## src/hdl/tclt_pkg.sv

```systemverilog
// Shared types, codes and constants of the tunnel client learning table.
package tclt_pkg;

  localparam int TableDepthDefault = 16;
  localparam int MaxResults = 16;
  localparam int CountW = $clog2(MaxResults + 1);
  localparam logic [15:0] DefaultTimeout = 16'd30;
  localparam logic [31:0] DefaultMask = 32'hFFFF_FF00;

  // Event codes.
  localparam logic [2:0] ACT_TICK = 3'd0;
  localparam logic [2:0] ACT_HEARTBEAT = 3'd1;
  localparam logic [2:0] ACT_LOCAL_IP = 3'd2;
  localparam logic [2:0] ACT_FWD_IP = 3'd3;
  localparam logic [2:0] ACT_LOCAL_ARP = 3'd4;
  localparam logic [2:0] ACT_FWD_ARP = 3'd5;

  // Decision codes.
  localparam logic [2:0] DEC_DROP = 3'd0;
  localparam logic [2:0] DEC_LOCAL = 3'd1;
  localparam logic [2:0] DEC_CLIENT = 3'd2;
  localparam logic [2:0] DEC_SERVER = 3'd3;
  localparam logic [2:0] DEC_UPDATED = 3'd4;
  localparam logic [2:0] DEC_ADDED = 3'd5;
  localparam logic [2:0] DEC_FULL = 3'd6;
  localparam logic [2:0] DEC_EXPIRED = 3'd7;

  // Configuration register indexes.
  localparam logic [2:0] REG_ROLE = 3'd0;
  localparam logic [2:0] REG_OWN_IP = 3'd1;
  localparam logic [2:0] REG_SUBNET_MASK = 3'd2;
  localparam logic [2:0] REG_OWN_MAC = 3'd3;
  localparam logic [2:0] REG_AUTH_CRC = 3'd4;
  localparam logic [2:0] REG_TIMEOUT = 3'd5;

  typedef struct packed {
    logic [2:0]  action;
    logic [31:0] packet_crc;
    logic [15:0] echo_id;
    logic [15:0] echo_seq;
    logic [31:0] src_ip;
    logic [47:0] src_mac;
    logic [31:0] dest_ip;
    logic [7:0]  peer_handle;
  } req_word_t;

  typedef struct packed {
    logic [2:0]  decision;
    logic [3:0]  client_slot;
    logic [7:0]  out_peer;
    logic [15:0] out_echo_id;
    logic [15:0] out_echo_seq;
    logic [31:0] hdr_ip;
    logic [47:0] hdr_mac;
    logic        last;
  } rsp_word_t;

  typedef struct packed {
    logic [15:0] id;
    logic [31:0] ip;
    logic [47:0] mac;
    logic [15:0] seq;
    logic [31:0] seen;
    logic [7:0]  peer;
  } entry_t;

  typedef enum logic [2:0] {
    K_NONE, K_TICK, K_HB, K_FIRST, K_ALL
  } kind_t;

  typedef enum logic [1:0] {
    H_ENTRY, H_INPUT, H_OWN
  } hdr_src_t;

  typedef enum logic [2:0] {
    S_IDLE, S_DECODE, S_READ, S_EVAL, S_COMMIT, S_FLUSH
  } state_t;

  typedef struct packed {
    logic load;
    logic decode;
    logic eval_go;
    logic commit;
    logic flush;
  } cmd_t;

  typedef struct packed {
    logic dec_none;
    logic kind_hb;
    logic emit;
    logic can_push;
    logic scan_end;
    logic out_free;
  } status_t;

endpackage

```

## src/hdl/tunnel_client_learning_table.sv

```systemverilog
// Top level of the tunnel client learning table.
//
// This block makes the forwarding decision for an echo-based tunnel. Each request word
// carries one packet event; the block answers with one or more result words, the final
// one marked by last. In server mode it keeps a table of TABLE_DEPTH clients learned
// from authenticated heartbeats and ages them out on tick events. Events are handled
// one at a time: after a request word is taken, a decode state follows, and an event
// that consults the table then scans it slot by slot (address, then registered table
// read); a heartbeat adds a table write after the scan. An event that needs no table
// lookup goes from decode straight to the result flush. The scan is the rate-setting
// loop, bounded by the single read port of the table memory. Result words sit in an
// output register, so a stalled consumer only holds the scan at the next match. Up to
// 16 matches or expiries are reported per event; remaining expired clients leave on a
// later tick. Configuration words may be written at any time the block is idle; the
// write port is always ready. The table needs no clearing pass after reset because
// each slot has its own valid bit.
module tunnel_client_learning_table #(
  parameter int TABLE_DEPTH = tclt_pkg::TableDepthDefault
) (
  input  logic                clk,
  input  logic                rst,
  input  logic                req_valid,
  output logic                req_ready,
  input  tclt_pkg::req_word_t req,
  output logic                rsp_valid,
  input  logic                rsp_ready,
  output tclt_pkg::rsp_word_t rsp,
  input  logic                cfg_valid,
  output logic                cfg_ready,
  input  logic [2:0]          cfg_index,
  input  logic [47:0]         cfg_data
);
  import tclt_pkg::*;

  cmd_t    cmd;
  status_t st;

  // Configuration registers accept a word in every cycle.
  assign cfg_ready = 1'b1;

  tclt_ctrl u_ctrl (
    .clk      (clk),
    .rst      (rst),
    .req_valid(req_valid),
    .req_ready(req_ready),
    .st       (st),
    .cmd      (cmd)
  );

  tclt_dp #(.DEPTH(TABLE_DEPTH)) u_dp (
    .clk      (clk),
    .rst      (rst),
    .cmd      (cmd),
    .st       (st),
    .req      (req),
    .cfg_valid(cfg_valid),
    .cfg_index(cfg_index),
    .cfg_data (cfg_data),
    .rsp_valid(rsp_valid),
    .rsp_ready(rsp_ready),
    .rsp      (rsp)
  );

endmodule

```

## src/hdl/tclt_ram.sv

```systemverilog
// Generic single-write, single-read RAM with registered read data.
module tclt_ram #(
  parameter int WIDTH = 8,
  parameter int DEPTH = 16,
  localparam int AW = (DEPTH > 1) ? $clog2(DEPTH) : 1
) (
  input  logic             clk,
  input  logic             we,
  input  logic [AW-1:0]    waddr,
  input  logic [WIDTH-1:0] wdata,
  input  logic [AW-1:0]    raddr,
  output logic [WIDTH-1:0] rdata
);

  logic [WIDTH-1:0] mem [DEPTH];

  always_ff @(posedge clk) begin
    if (we) begin
      mem[waddr] <= wdata;
    end
    rdata <= mem[raddr];
  end

endmodule

```

## src/hdl/tclt_ctrl.sv

```systemverilog
// Sequencing state machine of the tunnel client learning table.
module tclt_ctrl (
  input  logic             clk,
  input  logic             rst,
  input  logic             req_valid,
  output logic             req_ready,
  input  tclt_pkg::status_t st,
  output tclt_pkg::cmd_t    cmd
);
  import tclt_pkg::*;

  state_t state, state_next;
  logic go;

  assign go = (state == S_EVAL) && (!st.emit || st.can_push);

  always_ff @(posedge clk) begin
    if (rst) begin
      state <= S_IDLE;
    end else begin
      state <= state_next;
    end
  end

  always_comb begin
    state_next = state;
    case (state)
      S_IDLE: begin
        if (req_valid) state_next = S_DECODE;
      end
      S_DECODE: begin
        state_next = st.dec_none ? S_FLUSH : S_READ;
      end
      S_READ: begin
        state_next = S_EVAL;
      end
      S_EVAL: begin
        if (go) begin
          if (!st.scan_end) state_next = S_READ;
          else if (st.kind_hb) state_next = S_COMMIT;
          else state_next = S_FLUSH;
        end
      end
      S_COMMIT: begin
        state_next = S_FLUSH;
      end
      S_FLUSH: begin
        if (st.out_free) state_next = S_IDLE;
      end
      default: begin
        state_next = S_IDLE;
      end
    endcase
  end

  always_comb begin
    req_ready   = (state == S_IDLE);
    cmd         = '0;
    cmd.load    = (state == S_IDLE) && req_valid;
    cmd.decode  = (state == S_DECODE);
    cmd.eval_go = go;
    cmd.commit  = (state == S_COMMIT);
    cmd.flush   = (state == S_FLUSH) && st.out_free;
  end

endmodule

```

## src/hdl/tclt_dp.sv

```systemverilog
// Datapath: registers, client table, slot scan logic and result registers.
module tclt_dp #(
  parameter int DEPTH = tclt_pkg::TableDepthDefault
) (
  input  logic                clk,
  input  logic                rst,
  input  tclt_pkg::cmd_t      cmd,
  output tclt_pkg::status_t   st,
  input  tclt_pkg::req_word_t req,
  input  logic                cfg_valid,
  input  logic [2:0]          cfg_index,
  input  logic [47:0]         cfg_data,
  output logic                rsp_valid,
  input  logic                rsp_ready,
  output tclt_pkg::rsp_word_t rsp
);
  import tclt_pkg::*;

  localparam int SW = (DEPTH > 1) ? $clog2(DEPTH) : 1;
  localparam int EW = $bits(entry_t);
  localparam logic [SW-1:0] LastSlot = SW'(DEPTH - 1);

  logic        srv_en;
  logic [31:0] own_ip, subnet_mask, auth_crc;
  logic [47:0] own_mac;
  logic [15:0] timeout_secs;

  req_word_t   item;
  logic [31:0] now_secs;
  logic [DEPTH-1:0] valid;
  kind_t       kind, dec_kind;
  hdr_src_t    src, dec_src;
  rsp_word_t   pend, dec_pend, new_res, push_word, hb_res;
  logic        pend_v, dec_pend_v, push;
  logic [SW-1:0] slot, hit_slot, free_slot, hb_slot;
  logic        hit_v, free_v;
  logic [CountW-1:0] n;
  logic [EW-1:0] rdata;
  entry_t      ent, wr_ent;
  logic        vhit, emit, key_bad;
  logic [SW+3:0] slot_wide;
  logic [SW+3:0] hb_wide;

  tclt_ram #(.WIDTH(EW), .DEPTH(DEPTH)) u_table (
    .clk  (clk),
    .we   (cmd.commit && (hit_v || free_v)),
    .waddr(hb_slot),
    .wdata(wr_ent),
    .raddr(slot),
    .rdata(rdata)
  );

  assign ent       = entry_t'(rdata);
  assign vhit      = valid[slot];
  assign slot_wide = {4'b0, slot};
  assign hb_slot   = hit_v ? hit_slot : free_slot;
  assign hb_wide   = {4'b0, hb_slot};
  assign wr_ent    = '{id: item.echo_id, ip: item.src_ip, mac: item.src_mac,
                       seq: item.echo_seq, seen: now_secs, peer: item.peer_handle};

  // Event decode: what kind of scan, or a result that needs no scan.
  always_comb begin
    dec_kind   = K_NONE;
    dec_src    = H_ENTRY;
    dec_pend_v = 1'b0;
    dec_pend   = '0;
    key_bad    = ((item.action == ACT_HEARTBEAT) || (item.action == ACT_FWD_IP) ||
                  (item.action == ACT_FWD_ARP)) && (item.packet_crc != auth_crc);
    if (!key_bad) begin
      case (item.action)
        ACT_TICK: begin
          if (srv_en) dec_kind = K_TICK;
        end
        ACT_HEARTBEAT: begin
          if (srv_en) dec_kind = K_HB;
        end
        ACT_LOCAL_IP: begin
          if (!srv_en) begin
            dec_pend_v        = 1'b1;
            dec_pend.decision = DEC_SERVER;
            dec_pend.hdr_ip   = item.src_ip;
            dec_pend.hdr_mac  = item.src_mac;
          end else if ((item.dest_ip & subnet_mask) == (own_ip & subnet_mask)) begin
            dec_kind = K_FIRST;
          end
        end
        ACT_FWD_IP: begin
          if (item.dest_ip == own_ip) begin
            dec_pend_v        = 1'b1;
            dec_pend.decision = DEC_LOCAL;
          end else if (srv_en) begin
            dec_kind = K_FIRST;
            dec_src  = H_INPUT;
          end
        end
        ACT_LOCAL_ARP: begin
          if (!srv_en) begin
            dec_pend_v        = 1'b1;
            dec_pend.decision = DEC_SERVER;
            dec_pend.hdr_mac  = item.src_mac;
          end else begin
            dec_kind = K_ALL;
            dec_src  = H_OWN;
          end
        end
        ACT_FWD_ARP: begin
          if (item.dest_ip == own_ip) begin
            dec_pend_v        = 1'b1;
            dec_pend.decision = DEC_LOCAL;
          end else if (srv_en) begin
            dec_kind = K_ALL;
            dec_src  = H_INPUT;
          end
        end
        default: begin
          dec_kind = K_NONE;
        end
      endcase
    end
  end

  // Per-slot evaluation of the entry read out of the table.
  always_comb begin
    case (kind)
      K_TICK:  emit = vhit && ((now_secs - ent.seen) > {16'b0, timeout_secs}) &&
                      (n < CountW'(MaxResults));
      K_FIRST, K_ALL:
               emit = vhit && (ent.ip == item.dest_ip) && (n < CountW'(MaxResults));
      default: emit = 1'b0;
    endcase
    new_res              = '0;
    new_res.decision     = (kind == K_TICK) ? DEC_EXPIRED : DEC_CLIENT;
    new_res.client_slot  = slot_wide[3:0];
    new_res.out_peer     = ent.peer;
    new_res.out_echo_id  = ent.id;
    new_res.out_echo_seq = ent.seq;
    case (src)
      H_INPUT: begin
        new_res.hdr_ip  = item.src_ip;
        new_res.hdr_mac = item.src_mac;
      end
      H_OWN: begin
        new_res.hdr_ip  = own_ip;
        new_res.hdr_mac = own_mac;
      end
      default: begin
        new_res.hdr_ip  = ent.ip;
        new_res.hdr_mac = ent.mac;
      end
    endcase
  end

  // Heartbeat outcome: the entry as written, or a full report.
  always_comb begin
    hb_res = '0;
    if (hit_v || free_v) begin
      hb_res.decision     = hit_v ? DEC_UPDATED : DEC_ADDED;
      hb_res.client_slot  = hb_wide[3:0];
      hb_res.out_peer     = item.peer_handle;
      hb_res.out_echo_id  = item.echo_id;
      hb_res.out_echo_seq = item.echo_seq;
      hb_res.hdr_ip       = item.src_ip;
      hb_res.hdr_mac      = item.src_mac;
    end else begin
      hb_res.decision = DEC_FULL;
    end
  end

  always_comb begin
    st.dec_none = (dec_kind == K_NONE);
    st.kind_hb  = (kind == K_HB);
    st.emit     = emit;
    st.out_free = !rsp_valid || rsp_ready;
    st.can_push = !pend_v || st.out_free;
    st.scan_end = (slot == LastSlot) || ((kind == K_FIRST) && emit);
  end

  // A held result goes out when a newer one displaces it, or at the final flush.
  always_comb begin
    push      = (cmd.eval_go && emit && pend_v) || cmd.flush;
    push_word = pend;
    if (cmd.flush) begin
      if (!pend_v) push_word = '0;
      push_word.last = 1'b1;
    end else begin
      push_word.last = 1'b0;
    end
  end

  always_ff @(posedge clk) begin
    if (rst) begin
      srv_en       <= 1'b1;
      own_ip       <= '0;
      subnet_mask  <= DefaultMask;
      own_mac      <= '0;
      auth_crc     <= '0;
      timeout_secs <= DefaultTimeout;
    end else if (cfg_valid) begin
      case (cfg_index)
        REG_ROLE:        srv_en       <= cfg_data[0];
        REG_OWN_IP:      own_ip       <= cfg_data[31:0];
        REG_SUBNET_MASK: subnet_mask  <= cfg_data[31:0];
        REG_OWN_MAC:     own_mac      <= cfg_data;
        REG_AUTH_CRC:    auth_crc     <= cfg_data[31:0];
        REG_TIMEOUT:     timeout_secs <= cfg_data[15:0];
        default: ;
      endcase
    end
  end

  always_ff @(posedge clk) begin
    if (cmd.load) item <= req;
    if (cmd.decode) begin
      src  <= dec_src;
    end
    if (push) rsp <= push_word;
    if (cmd.eval_go && emit) pend <= new_res;
    if (cmd.decode) pend <= dec_pend;
    if (cmd.commit) pend <= hb_res;
    if (cmd.eval_go && (kind == K_HB)) begin
      if (vhit && !hit_v && (ent.id == item.echo_id)) hit_slot <= slot;
      if (!vhit && !free_v) free_slot <= slot;
    end
  end

  always_ff @(posedge clk) begin
    if (rst) begin
      now_secs  <= '0;
      valid     <= '0;
      kind      <= K_NONE;
      pend_v    <= 1'b0;
      rsp_valid <= 1'b0;
      slot      <= '0;
      n         <= '0;
      hit_v     <= 1'b0;
      free_v    <= 1'b0;
    end else begin
      if (push) rsp_valid <= 1'b1;
      else if (rsp_ready) rsp_valid <= 1'b0;
      if (cmd.decode) begin
        kind   <= dec_kind;
        pend_v <= dec_pend_v;
        slot   <= '0;
        n      <= '0;
        hit_v  <= 1'b0;
        free_v <= 1'b0;
        if (item.action == ACT_TICK) now_secs <= now_secs + 32'd1;
      end
      if (cmd.eval_go) begin
        slot <= slot + SW'(1);
        if (emit) begin
          n      <= n + CountW'(1);
          pend_v <= 1'b1;
          if (kind == K_TICK) valid[slot] <= 1'b0;
        end
        if (kind == K_HB) begin
          if (vhit && (ent.id == item.echo_id)) hit_v <= 1'b1;
          if (!vhit) free_v <= 1'b1;
        end
      end
      if (cmd.commit) begin
        pend_v <= 1'b1;
        if (hit_v || free_v) valid[hb_slot] <= 1'b1;
      end
      if (cmd.flush) pend_v <= 1'b0;
    end
  end

  a_commit_empty: assert property (@(posedge clk) disable iff (rst)
    cmd.commit |-> !pend_v) else $error("commit with a result still held");
  a_flush_clears: assert property (@(posedge clk) disable iff (rst)
    cmd.flush |=> !pend_v) else $error("held result survived the flush");
  a_count_bound: assert property (@(posedge clk) disable iff (rst)
    n <= CountW'(MaxResults)) else $error("result count beyond limit");
  a_valid_stable: assert property (@(posedge clk) disable iff (rst)
    (!cmd.commit && !cmd.eval_go) |=> $stable(valid))
    else $error("valid bits changed outside a scan or commit");
  a_push_free: assert property (@(posedge clk) disable iff (rst)
    push |-> (!rsp_valid || rsp_ready)) else $error("result word overwritten");

endmodule

```

## config.mk

```make
export PLATFORM = sky130hd
export DESIGN_NAME = tunnel_client_learning_table
export DESIGN_NICKNAME = d
export VERILOG_FILES = /design/src/hdl/tclt_pkg.sv /design/src/hdl/tunnel_client_learning_table.sv /design/src/hdl/tclt_ram.sv /design/src/hdl/tclt_ctrl.sv /design/src/hdl/tclt_dp.sv
export SDC_FILE = /design/constraint.sdc
export NUM_CORES = 2
export LEC_CHECK = 0
export ABC_AREA = 1
export BUFFER_PORTS_ARGS = -buffer_cell sky130_fd_sc_hd__buf_4
export CAP_MARGIN = 15
export CELL_PAD_IN_SITES_DETAIL_PLACEMENT = 0
export CELL_PAD_IN_SITES_GLOBAL_PLACEMENT = 2
export CORE_MARGIN = 1.5
export CORE_UTILIZATION = 42
export CTS_CLUSTER_DIAMETER = 60
export DETAILED_ROUTE_END_ITERATION = 10
export PLACE_DENSITY_LB_ADDON = 0.1
export SLEW_MARGIN = 5
export SYNTH_ARGS = -nofsm -noshare
export SYNTH_HDL_FRONTEND = slang
export SYNTH_HIERARCHICAL = 1
export SYNTH_SLANG_ARGS = --single-unit
```

## constraint.sdc

```tcl
create_clock -name clk -period 15.4 [get_ports clk]
set_input_delay 4.62 -clock clk [delete_from_list [all_inputs] [get_ports clk]]
set_output_delay 4.62 -clock clk [all_outputs]
set_load 0.05 [all_outputs]
```

Word level (Yosys, flattened, before mapping)
Memories as Yosys holds them, arrays and structs flattened. A register that Yosys moved wholly into a read port is not among the register bits.
Index checks and enable logic that the tools add are counted.

word-level totals
  register bits after elaboration = 680
  bits in latches = 0
  bits in writable memories = 2432
  ROM bits = 0
  input port bits = 243
  output and inout port bits = 131
  word-level logic and storage cells = 222
  memories = 1

memory list
  memory            words  bits a word  read ports  clocked after Yosys merged registers in  write ports  line            source
  u_dp.u_table.mem  16     152          1           1                                        1            tclt_ram.sv:15  logic [WIDTH-1:0] mem [DEPTH];

cells by class
  add/subtract/negate cells = 4
  multipliers = 0
  div/mod/pow operators = 0
  order comparisons = 6
  equality and inequality tests = 30
  shifts and indexed selects = 0
  muxes and demuxes = 80
  bitwise operators = 5
  reductions and logical operators = 54

operators with widths
  kind                                                              count
  128-bit 2-to-1 mux                                                4
  80-bit 2-to-1 mux                                                 2
  80-bit case mux with 2 select lines                               1
  127-bit 2-to-1 mux                                                1
  124-bit 2-to-1 mux                                                1
  32-bit == test                                                    3
  16-bit 2-to-1 mux                                                 6
  48-bit case mux with 2 select lines                               1
  32-bit bitwise AND                                                2
  48-bit 2-to-1 mux                                                 1
  3-bit 2-to-1 mux                                                  13
  3-bit case mux with 6 select lines                                2
  32-bit by 1-bit adder with 32-bit output (second input constant)  1
  32-bit by 16-bit greater-than comparator with 1-bit output        1
  32-bit 2-to-1 mux                                                 1
  32-bit != test                                                    1
  32-bit subtractor                                                 1
  1-bit 2-to-1 mux                                                  28
  3-bit by 2-bit == test with 1-bit output (second input constant)  8
  3-bit == test (second input constant)                             7
  1-bit logical AND                                                 19
  2-bit AND reduction                                               9
  16-bit bitwise AND                                                1
  16-bit == test                                                    1
  other kinds (28)                                                  64

Depth between registers and ports, before layout
  depth after elaboration = 13
  depth in mapped cells = 40
  gate-level depth less buffers = 36

By module
The synthesis kept the hierarchy.

modules (own cells, without submodules)
  module                        instances  cells an instance  area an instance (um^2)  sequential area each (um^2)
  tclt_ram                      1          9219               103930.9                 76073.0
  tclt_dp                       1          3312               31113.6                  18077.3
  tclt_ctrl                     1          48                 271.5                    60.1
  tunnel_client_learning_table  1          2                  11.3                     0.0

Worst setup path before layout
OpenSTA, ideal clock, no wires.

  path kind = input to register
  start point = in req_valid
  end point = reg u_dp/item[0] in the netlist's numbering (enable)
  arrival = 12394 ps
  required time = 14664 ps
  path slack = 2270 ps
  stages = 2
  path buffers = 0
  path through = inv_1 -> nor2_1

RTL lines
  element               line                                source
  start, declared       tunnel_client_learning_table.sv:22  input logic req_valid,
  end signal, assigned  tclt_dp.sv:212                      if (cmd.load) item <= req;
  end, declared         tclt_dp.sv:28                       req_word_t item;

==> impl_metrics.env <==
export IMPL_outcome="completed"
export IMPL_dr_wl_met2_microns=206000
export IMPL_grt_use_total_pct=26.2
export IMPL_p_per_area_mw_per_mm2=128
export IMPL_synth_fp_nets=12900
export IMPL_post_cts_setup_buffers=0
export IMPL_yosys_area_top_type="edfxtp_1"
export IMPL_met3_wirelength_microns=22600
export IMPL_reg2reg_slack_ps=6820
export IMPL_grt_overflow=0
export IMPL_drtIter0Drc=7909
export IMPL_ant_nets=0
export IMPL_clk_pin_slew_worst_paths_ps=60
export IMPL_critPathRequiredTime_ps=15910
export IMPL_clk_latency_ps=940
export IMPL_period_minus_slack_ps=8580
export IMPL_dr_pass1_iters=6
export IMPL_rsz0062_at_grt="false"
export IMPL_tightestPinTransition_ps=1290
export IMPL_drc=0
export IMPL_ys_types=58
export IMPL_yosys_warnings=6
export IMPL_grt_pass1_vias=88200
export IMPL_fp_dieW_microns=571
export IMPL_ir_worst_vdd_v=0.0000873
export IMPL_wl_per_cell_microns=24.8
export IMPL_end_kind="flip-flop"
export IMPL_floorplan_initialDensity_pct=42.2
export IMPL_syn_inst=12600
export IMPL_pwr_share_seq_pct=51.4
export IMPL_power_share_clock_pct=44.3
export IMPL_synth_main_ff_cell="edfxtp_1"
export IMPL_holdWs_ps=451
export IMPL_drt_total_wl_microns=433000
export IMPL_timing_final_crit_share_pct=55.7
export IMPL_mappedNetlistArea_sq_mm=0.135
export IMPL_r2r_end="u_dp/rsp[84]"
export IMPL_ys_seq_area_share_pct=69.6
export IMPL_p_int_mw=15.3
export IMPL_drive_above_1_share_pct=9.14
export IMPL_crit_slowest_cell="buf_4"
export IMPL_ys_top_cells_by_area="edfxtp_1, nand2_1, nand3_1, dfxtp_1, inv_1"
export IMPL_rr_worst_depth=32
export IMPL_cp_endpoint="u_dp/rsp[84]"
export IMPL_p_leak_nw=61.1
export IMPL_htree_num_levels=5
export IMPL_crit_top_cell="nand2_1"
export IMPL_syn_avg_cell_area_sq_um=10.8
export IMPL_slowest_delay_ps=890
export IMPL_arrival_ps=9090
export IMPL_nets=13100
export IMPL_synthArstFlopShare_pct=0
export IMPL_num_vias=91600
export IMPL_netSwitchingPower_mw=4.40
export IMPL_die_h_microns=571
export IMPL_cts_tree="done"
export IMPL_cts_resized=0
export IMPL_clock_path_buffers=4
export IMPL_critPathMaxFanout=49
export IMPL_worst_hold_path_type="reg -> reg"
export IMPL_drv_cap=0
export IMPL_crit_start="u_dp/now_secs[0]"
export IMPL_fmax_mhz=117
export IMPL_viasPerCell=5.25
export IMPL_clock_skew_ps=61.4
export IMPL_root_buffer="clkbuf_16"
export IMPL_setup_tns_ps=0
export IMPL_synth_most_common_cell="nand2_1"
export IMPL_num_rows=208
export IMPL_cp_start_kind="flip-flop"
export IMPL_grt_pass1_wl_microns=622000
export IMPL_portBuffers=372
export IMPL_hold_viol=0
export IMPL_hold_depth=2
export IMPL_dp_hpwl_microns=231000
export IMPL_synth_edf_count=2884
export IMPL_netlist_area_leader_share_pct=64.0
export IMPL_grt_max_degree=242
export IMPL_path_class="reg -> reg"
export IMPL_slew_violations=0
export IMPL_antenna_found_initial=21
export IMPL_numClockSinks=3264
export IMPL_final_util_pct=48.0
export IMPL_hold_buffers=0
export IMPL_reg2reg_from="u_dp/now_secs[0]"
export IMPL_combPwrFrac_pct=4.3
export IMPL_synthTopCellsByCount="nand2_1, edfxtp_1, nand3_1, inv_1, nor2_1"
export IMPL_core_area_sq_mm=0.321
export IMPL_finalSetupViolCount=0
export IMPL_routed_top_layer="met5"
export IMPL_gp_congestion=0.816
export IMPL_wirelength_met1_microns=192000
export IMPL_swShare_pct=22.4
export IMPL_dieArea_sq_mm=0.326
export IMPL_numCtsBuffers=365
export IMPL_ys_ff_latch=3264
export IMPL_maxSlewHeadroom_pct=13.7
export IMPL_ios=374
export IMPL_syn_to_final_growth_pct=13.8
[critical path: cells and delay by family (launching register included)]
kind	cells	cell delay [ps]
DFF	1	680
buffers and inverters	6	2000
xor gates and xnor gates	1	90
and+or+nand+nor	22	4280
adders and majority gates	3	950
[per-stage QoR]
step	setup WS [ps]	std cells	cell area (sq um)	total power, mW
after floorplan	2270	12600	135000	10.7
after global placement	6550	16800	142000	11.1
after detailed placement	6440	16800	142000	11.1
after CTS	6660	17400	154000	19.8
after global routing	6050	17500	154000	20.2
final	6820	17500	154000	19.7
[power by group through the flow]
stage | registers, mW | logic, mW | clock network [mW]
after global routing | 10.1 | 0.908 | 9.22
after global placement | 10.3 | 0.833 | 0
after detailed placement | 10.3 | 0.841 | 0
final | 10.1 | 0.844 | 8.72
after floorplan | 10.2 | 0.434 | 0
after CTS | 10.1 | 0.845 | 8.89
[cells in the final DEF (no fill, tap or decap), drive strengths merged, types with 8 or more instances in the layout]
master	count
nand2	3887
edfxtp	2884
nand3	1819
inv	1543
buf	536
clkbuf	517
nor2	413
dfxtp	380
o21ai	313
a21oi	148
clkinv	112
a221oi	82
o22ai	77
xnor2	70
ha	55
xor2	49
nand4	45
nor3	37
a22o	36
or2	34
bufinv	28
nor4	15
diode	13
o211ai	8
[layout make-up]
class / count / area (sq um)
fillers: 29100 / 167000
multi-input cells: 7136 / 32400
clock inverters: 161 / 1690
repair buffers: 536 / 4210
flip-flops and latches: 3264 / 94200
clock buffers: 517 / 10300
diodes: 13 / 32.5
inverters: 1529 / 5780
well taps: 4305 / 5390
[flip-flops by register name, indices dropped and copies added (netlist names), 5 cells and up]
| signal | flops |
|---|---|
| u_dp/u_table/mem | 2432 |
| u_dp/n | 5 |
| u_dp/u_table/rdata | 152 |
| u_dp/auth_crc | 32 |
| u_dp/rsp | 128 |
| u_dp/timeout_secs | 16 |
| u_dp/own_mac | 48 |
| u_dp/pend | 127 |
| u_dp/own_ip | 32 |
| u_dp/item | 187 |
| u_dp/subnet_mask | 32 |
| u_dp/now_secs | 32 |
| u_dp/valid | 16 |
[metal layers]
metal | GRT usage [%] | vias up
met3 | 2.95 | 605
met4 | 7.30 | 4
met5 | 0 | -
li1 | - | 42500
met1 | 36.3 | 45800
met2 | 43.5 | 2686
[cell families (layout without fill, tap and decap cells)]
kind of cell / after synthesis / count (layout) / share of synthesized area, %
AO/OA/AOI/OAI: 689 / 689 / 3.04
XOR/XNOR: 119 / 119 / 0.770
adder cells (fa/ha/maj): 56 / 56 / 0.523
buffers and inverters: 2181 / 2743 / 6.62
flip-flops: 3264 / 3264 / 69.6
other: 1 / 14 / 0.00277
AND/OR/NAND/NOR: 6271 / 6271 / 19.4
[worst min-delay path by stage]
| stage | start | end | slack [ps] |
|---|---|---|---|
| global placement | u_dp/own_mac[27] | u_dp/own_mac[27] | 440 |
| detailed placement | u_dp/own_mac[37] | u_dp/own_mac[37] | 440 |
| CTS | u_dp/own_mac[37] | u_dp/own_mac[37] | 450 |
| finish | u_dp/own_mac[45] | u_dp/own_mac[45] | 450 |
| global route | u_dp/own_mac[11] | u_dp/own_mac[11] | 470 |
| floorplan | u_dp/own_mac[0] | u_dp/own_mac[0] | 420 |
Power figures use the tool's default switching activity.
